`src/design/mrk_pkg.sv`:
```
// ----------------------------------------------------------------------------
// mrk_pkg - shared types and constants
// Sizes of the sorted cell chain, cell commands and controller states.
// ----------------------------------------------------------------------------
package mrk_pkg;

   // store and field sizes
   localparam int MAX_ITEMS = 32;
   localparam int VALUE_W   = 16;
   localparam int GROUP_W   = 6;
   localparam int INDEX_W   = (MAX_ITEMS > 1) ? $clog2(MAX_ITEMS) : 1;

   // command broadcast to every cell of the chain
   typedef enum logic [1:0] {
      CELL_HOLD,
      CELL_INSERT,
      CELL_SHIFT,
      CELL_CLEAR
   } cell_op_type;

   typedef struct packed {
      cell_op_type          op;
      logic [VALUE_W-1:0]   value;
   } cell_ctrl_type;

   // window tracker control
   typedef struct packed {
      logic start;
      logic update;
   } win_ctrl_type;

   // controller states
   typedef enum logic {
      ST_IDLE,
      ST_SCAN
   } state_type;

endpackage

```
`src/design/min_range_of_k_sorted_unit.sv`:
```
// Loading: one value per cycle while busy is low; each value is inserted in order, or dropped
// when the store is full. Closing: the closing transaction starts a scan that shifts the
// chain while a window fits, then strobes the result; busy stays high until that strobe.
// The scan time is set by the chain shifting one position per cycle past the tap cell.
// Reset: synchronous, empties the store, clears the overflow mark and sets group_size to 1.
// ----------------------------------------------------------------------------
// min_range_of_k_sorted_unit - smallest spread of group_size sorted values
// Sorted insertion chain, window scan by left shifting, result register.
// ----------------------------------------------------------------------------
module min_range_of_k_sorted_unit (
   input  logic                            clock,
   input  logic                            reset,
   input  logic                            start,
   output logic                            busy,
   input  logic [mrk_pkg::VALUE_W-1:0]     req_value,
   input  logic                            req_is_last,
   output logic                            rsp_strobe,
   output logic [mrk_pkg::VALUE_W-1:0]     rsp_min_difference,
   output logic                            rsp_found,
   output logic                            rsp_overflow,
   input  logic                            csr_valid,
   output logic                            csr_ready,
   input  logic [mrk_pkg::GROUP_W-1:0]     csr_group_size
);
   import mrk_pkg::*;

   state_type           state_ff, state_in;
   logic [GROUP_W-1:0]  group_ff;
   logic                dropped_ff, dropped_in;
   logic                strobe_ff;
   logic [VALUE_W-1:0]  min_diff_ff;
   logic                found_ff, overflow_ff;

   cell_ctrl_type       cell_ctrl;
   win_ctrl_type        win_ctrl;
   logic [GROUP_W-1:0]  group_eff;
   logic                group_ok;
   logic [INDEX_W-1:0]  tap_index;
   logic [VALUE_W-1:0]  head_value, tap_value, best;
   logic                tap_valid, full, win_found;
   logic                accept, window_ok, emit;

   assign accept = start & ~busy;
   assign busy   = (state_ff != ST_IDLE);
   assign csr_ready = ~busy;

   // a group size of zero counts as one; beyond the store it never fits
   assign group_eff = (group_ff == '0) ? GROUP_W'(1) : group_ff;
   assign group_ok  = (int'(group_eff) <= MAX_ITEMS);
   assign tap_index = INDEX_W'(group_eff - GROUP_W'(1));
   assign window_ok = tap_valid & group_ok;

   // next state
   always_comb begin
      state_in = state_ff;
      case (state_ff)
         ST_IDLE: begin
            if (accept & req_is_last) begin
               state_in = ST_SCAN;
            end
         end
         ST_SCAN: begin
            if (!window_ok) begin
               state_in = ST_IDLE;
            end
         end
         default: state_in = ST_IDLE;
      endcase
   end

   // controller outputs
   always_comb begin
      cell_ctrl.op    = CELL_HOLD;
      cell_ctrl.value = req_value;
      win_ctrl.start  = 1'b0;
      win_ctrl.update = 1'b0;
      emit            = 1'b0;
      dropped_in      = dropped_ff;
      case (state_ff)
         ST_IDLE: begin
            if (accept) begin
               win_ctrl.start = 1'b1;
               if (full) begin
                  dropped_in = 1'b1;
               end else begin
                  cell_ctrl.op = CELL_INSERT;
               end
            end
         end
         ST_SCAN: begin
            if (window_ok) begin
               cell_ctrl.op    = CELL_SHIFT;
               win_ctrl.update = 1'b1;
            end else begin
               cell_ctrl.op = CELL_CLEAR;
               emit         = 1'b1;
               dropped_in   = 1'b0;
            end
         end
         default: begin
            cell_ctrl.op = CELL_HOLD;
         end
      endcase
   end

   mrk_chain u_chain (
      .clock      (clock),
      .reset      (reset),
      .ctrl       (cell_ctrl),
      .tap_index  (tap_index),
      .head_value (head_value),
      .tap_value  (tap_value),
      .tap_valid  (tap_valid),
      .full       (full)
   );

   mrk_window u_window (
      .clock      (clock),
      .reset      (reset),
      .ctrl       (win_ctrl),
      .head_value (head_value),
      .tap_value  (tap_value),
      .best       (best),
      .found      (win_found)
   );

   // control registers
   always_ff @(posedge clock) begin
      if (reset) begin
         state_ff   <= ST_IDLE;
         group_ff   <= GROUP_W'(1);
         dropped_ff <= 1'b0;
         strobe_ff  <= 1'b0;
      end else begin
         state_ff   <= state_in;
         dropped_ff <= dropped_in;
         strobe_ff  <= emit;
         if (csr_valid & csr_ready) begin
            group_ff <= csr_group_size;
         end
      end
   end

   // result register, one transaction per closed set
   always_ff @(posedge clock) begin
      if (emit) begin
         min_diff_ff <= win_found ? best : '0;
         found_ff    <= win_found;
         overflow_ff <= dropped_ff;
      end
   end

   assign rsp_strobe         = strobe_ff;
   assign rsp_min_difference = min_diff_ff;
   assign rsp_found          = found_ff;
   assign rsp_overflow       = overflow_ff;

`ifndef SYNTHESIS
   // a result only follows the end of a scan
   a_strobe_after_scan: assert property (@(posedge clock) disable iff (reset)
      strobe_ff |-> $past(state_ff == ST_SCAN))
      else $error("result strobe without a finished scan");

   // no group found means a zero spread
   a_zero_when_not_found: assert property (@(posedge clock) disable iff (reset)
      strobe_ff && !found_ff |-> min_diff_ff == '0)
      else $error("spread reported for an unmet group");

   // a value that does not close the set keeps the unit free
   a_load_stays_idle: assert property (@(posedge clock) disable iff (reset)
      start && !busy && !req_is_last |=> !busy)
      else $error("unit went busy on a loading transaction");

   // the chain is never inserted into while scanning
   a_no_insert_in_scan: assert property (@(posedge clock) disable iff (reset)
      state_ff == ST_SCAN |-> cell_ctrl.op != CELL_INSERT)
      else $error("insert during window scan");
`endif

endmodule

```
`src/design/mrk_cell.sv`:
```
// ----------------------------------------------------------------------------
// mrk_cell - one slot of the sorted chain
// Holds one value and its valid bit; on insert it either keeps its value,
// takes the new value or takes its left neighbour's; on shift it takes its
// right neighbour's; on clear it drops its valid bit.
// ----------------------------------------------------------------------------
module mrk_cell (
   input  logic                            clock,
   input  logic                            reset,
   input  mrk_pkg::cell_ctrl_type          ctrl,
   input  logic [mrk_pkg::VALUE_W-1:0]     left_value,
   input  logic                            left_valid,
   input  logic                            left_gt,
   input  logic [mrk_pkg::VALUE_W-1:0]     right_value,
   input  logic                            right_valid,
   output logic [mrk_pkg::VALUE_W-1:0]     value,
   output logic                            valid,
   output logic                            gt
);
   import mrk_pkg::*;

   logic [VALUE_W-1:0] value_ff, value_in;
   logic               valid_ff, valid_in;

   // this slot holds a value larger than the incoming one
   assign gt = valid_ff & (value_ff > ctrl.value);

   // next slot contents
   always_comb begin
      value_in = value_ff;
      valid_in = valid_ff;
      case (ctrl.op)
         CELL_INSERT: begin
            if (left_gt) begin
               value_in = left_value;
               valid_in = 1'b1;
            end else if (gt | (~valid_ff & left_valid)) begin
               value_in = ctrl.value;
               valid_in = 1'b1;
            end
         end
         CELL_SHIFT: begin
            value_in = right_value;
            valid_in = right_valid;
         end
         CELL_CLEAR: begin
            valid_in = 1'b0;
         end
         default: begin
            value_in = value_ff;
            valid_in = valid_ff;
         end
      endcase
   end

   always_ff @(posedge clock) begin
      if (reset) begin
         valid_ff <= 1'b0;
      end else begin
         valid_ff <= valid_in;
      end
   end

   always_ff @(posedge clock) begin
      value_ff <= value_in;
   end

   assign value = value_ff;
   assign valid = valid_ff;

endmodule

```
`src/design/mrk_chain.sv`:
```
// ----------------------------------------------------------------------------
// mrk_chain - row of sorted cells
// Keeps the values in ascending order from cell 0 upwards and exposes the
// head cell and one selected tap cell for the window scan.
// ----------------------------------------------------------------------------
module mrk_chain (
   input  logic                            clock,
   input  logic                            reset,
   input  mrk_pkg::cell_ctrl_type          ctrl,
   input  logic [mrk_pkg::INDEX_W-1:0]     tap_index,
   output logic [mrk_pkg::VALUE_W-1:0]     head_value,
   output logic [mrk_pkg::VALUE_W-1:0]     tap_value,
   output logic                            tap_valid,
   output logic                            full
);
   import mrk_pkg::*;

   logic [VALUE_W-1:0] value_w [MAX_ITEMS];
   logic               valid_w [MAX_ITEMS];
   logic               gt_w    [MAX_ITEMS];

   // cells with their neighbour links; the ends see an always-filled left
   // side and an empty right side
   for (genvar i = 0; i < MAX_ITEMS; i++) begin : g_cell
      logic [VALUE_W-1:0] lv, rv;
      logic               lvalid, lgt, rvalid;

      if (i == 0) begin : g_first
         assign lv     = '0;
         assign lvalid = 1'b1;
         assign lgt    = 1'b0;
      end else begin : g_inner_l
         assign lv     = value_w[i-1];
         assign lvalid = valid_w[i-1];
         assign lgt    = gt_w[i-1];
      end

      if (i == MAX_ITEMS-1) begin : g_last
         assign rv     = '0;
         assign rvalid = 1'b0;
      end else begin : g_inner_r
         assign rv     = value_w[i+1];
         assign rvalid = valid_w[i+1];
      end

      mrk_cell u_cell (
         .clock       (clock),
         .reset       (reset),
         .ctrl        (ctrl),
         .left_value  (lv),
         .left_valid  (lvalid),
         .left_gt     (lgt),
         .right_value (rv),
         .right_valid (rvalid),
         .value       (value_w[i]),
         .valid       (valid_w[i]),
         .gt          (gt_w[i])
      );
   end

   assign head_value = value_w[0];
   assign tap_value  = value_w[tap_index];
   assign tap_valid  = valid_w[tap_index];
   assign full       = valid_w[MAX_ITEMS-1];

endmodule

```
`src/design/mrk_window.sv`:
```
// ----------------------------------------------------------------------------
// mrk_window - running minimum of window spreads
// Takes one window (tap minus head) per update and keeps the smallest.
// ----------------------------------------------------------------------------
module mrk_window (
   input  logic                            clock,
   input  logic                            reset,
   input  mrk_pkg::win_ctrl_type           ctrl,
   input  logic [mrk_pkg::VALUE_W-1:0]     head_value,
   input  logic [mrk_pkg::VALUE_W-1:0]     tap_value,
   output logic [mrk_pkg::VALUE_W-1:0]     best,
   output logic                            found
);
   import mrk_pkg::*;

   logic [VALUE_W-1:0] best_ff, best_in, spread;
   logic               found_ff, found_in;

   // sorted order keeps tap >= head, so no borrow
   assign spread = tap_value - head_value;

   always_comb begin
      best_in  = best_ff;
      found_in = found_ff;
      if (ctrl.start) begin
         best_in  = '1;
         found_in = 1'b0;
      end else if (ctrl.update) begin
         found_in = 1'b1;
         if (spread < best_ff) begin
            best_in = spread;
         end
      end
   end

   always_ff @(posedge clock) begin
      if (reset) begin
         found_ff <= 1'b0;
      end else begin
         found_ff <= found_in;
      end
   end

   always_ff @(posedge clock) begin
      best_ff <= best_in;
   end

   assign best  = best_ff;
   assign found = found_ff;

endmodule

```
`config.mk`:
```
export PLATFORM = sky130hd
export DESIGN_NAME = min_range_of_k_sorted_unit
export DESIGN_NICKNAME = d
export VERILOG_FILES = /design/src/design/mrk_pkg.sv /design/src/design/min_range_of_k_sorted_unit.sv /design/src/design/mrk_cell.sv /design/src/design/mrk_chain.sv /design/src/design/mrk_window.sv
export SDC_FILE = /design/constraint.sdc
export NUM_CORES = 2
export LEC_CHECK = 0
export BUFFER_PORTS_ARGS = -buffer_cell sky130_fd_sc_hd__buf_2
export CORE_ASPECT_RATIO = 2
export CORE_MARGIN = 1
export CORE_UTILIZATION = 45
export CTS_CLUSTER_SIZE = 30
export DETAILED_ROUTE_END_ITERATION = 16
export SLEW_MARGIN = 20
export SYNTH_ARGS = -nofsm -noshare
export SYNTH_HDL_FRONTEND = slang
export SYNTH_HIERARCHICAL = 1
export SYNTH_SLANG_ARGS = --single-unit
```
`constraint.sdc`:
```
create_clock -name clock -period 6.13 [get_ports clock]
set_clock_uncertainty 0.15 [all_clocks]
set_input_delay 0.9195 -clock clock [delete_from_list [all_inputs] [get_ports clock]]
set_output_delay 0.9195 -clock clock [all_outputs]
set_load 0.05 [all_outputs]
```
==> run metrics <==
# clock sinks 588; Worst Max-Slew Pin Slew 1060 ps; layout overhead on the synthesized area 10.4%; run status completed; final number of hold-violating endpoints 0; Clock transition at path regs 70 ps; CP cell instances nor3_1 > a21oi_1 > ha_1 > inv_8 > buf_12 > buf_12 > buf_4 > mux2i_1 > buf_4 > nand2_1 > nand3_2 > nand3_1 > ha_1 > or3_1 > o221a_1 > a21oi_1 > o21ai_1 > or2_1 > nand2_1 > ha_1 > a21oi_1 > o31a_2 > a21oi_1 > a311o_1; Synth Warn # 6; antenna viol nets, final 0; count of final setup violators 0; Rows 172; Core Area roughly 110000 um2; Clk Latency, worst-skew pair 710 ps; Ports 48; Final nets approximately 6k; Syn Area/Cell 9.20 um2; Critical Path Start Type register; MaxCap Viol Count 0; worst path arrival time around 6500 ps; most frequent cells in the layout mux2i_1, nand2_1, o21ai_0; htree depth 2; Leak Pwr roughly 21 nW; vias after detailed routing 43.6k; CTS resizes 0; CTS Buf Count 60; crit path max fanout 27; fmax between 0.15 and 0.2 GHz; layout cells sized above 1 9.64%; Critical Path Most Common Cell a21oi_1; gr ovfl total 0; Rel. slew slack 29.2%; worst endpoint required time 6570 ps; All-Layer GR Usage 35.2%; Post-CTS Hold Buffers 0; initial antenna violation count 7; Peak supply drop approximately 0.00019 V; die area 112000 um2; Crit Path Category register to register; Setup crit end kind register; Bufs on Longest Clock Path 3; vias per cell 6.29; drt wl/cell a little under 30 um; commonest non-fill, non-tap cell in the layout mux2i_1; largest net degree at the start of global routing 101; Die W 237 um; PortBufs 47; mapped cell area 49900 um2; CP max stage delay between 300 and 400 ps; DRC violations left 0; Initial Util between 40 and 50%; pwr/cell area between 200 and 250 nW/um2; CTS tree done; detailed-router iteration count before antenna repair 6; setup TNS 0 ps; Post-Route Utilization 50.2%; global-route wire length before repair 288 mm; Root Driver clkbuf_16; worst hold path type input port to register; die height 473 um; crit path time final 6020 ps; Syn Inst Count about 5.4k; post-detail-place hpwl 150 mm; vias in the first global route 43.2k; Final Max Slew Viols 0; Post-CTS Setup Inserts 0; final WL 202 mm; Worst path slowest cell ha_1; First DRT Iteration DRCs 3853; crit share post-route between 90% and 100%; WHS 304 ps; gpl congestion 0.996
per-stage QoR:
step,instances,area (um2),setup slack [ps],power [mW]
detailed placement,6814,52700,58.1,8.73
global placement,6814,52700,114,8.66
CTS,6927,54800,40.1,12.8
floorplan,5457,50000,109,7.31
global route,6930,55100,-5.37,13.4
finish,6934,55100,108,13.0
flip-flops by register name, summed over array words and instances, names as in the netlist:
name                         count
u_chain/g_cell.u_cell/value    512
u_window/best                   16
dropped_ff                       1
rsp_min_difference              16
u_chain/g_cell.u_cell/valid     32
group_ff                         6
busy                             1
rsp_strobe                       1
rsp_found                        1
rsp_overflow                     1
u_window/found                   1
metal layers:
| metal | wire [um] | vias to the layer above | GRT usage, % |
|---|---|---|---|
| li1 | - | 19700 | - |
| met1 | 65300 | 20900 | 33.8 |
| met2 | 103000 | 2111 | 64.1 |
| met3 | 11900 | 932 | 5.40 |
| met4 | 21900 | 6 | 32.4 |
| met5 | 37 | - | 0 |
final cells by class:
| cell class | count | area, um2 |
|---|---|---|
| antenna | 5 | 12.5 |
| inverter | 584 | 2200 |
| timing repair buffer | 241 | 2090 |
| multi-input combinational | 4011 | 29800 |
| clock buffer | 73 | 1670 |
| tap | 1392 | 1740 |
| fill | 10400 | 54700 |
| clock inverter | 40 | 459 |
| sequential | 588 | 17100 |
where the power goes:
| group | internal (mW) | switching, mW |
|---|---|---|
| Sequential | 4.67 | 0.405 |
| Combinational | 1.38 | 2.35 |
| Clock | 2.32 | 1.83 |
path summary, 6_finish.rpt:
check / end / slack (ps) / depth (start not counted) / start
max: u_window/best[10] / 110 / 24 / group_ff[1]
min: group_ff[0] / 300 / 2 / csr_group_size[0]
max reg2reg: u_window/best[10] / 110 / 24 / group_ff[1]
min reg2reg: u_window/best[13] / 370 / 2 / u_window/best[13]
worst max-delay path: cells and delay by family (launching register included):
family	cells	cell delay (ps)
adders and majority gates	3	910
AOI/OAI and AO/OA	8	1740
buffers and inverters	5	1070
DFF	1	340
and+or+nand+nor	7	1370
muxes	1	320
(Power assumes the default switching activity.)
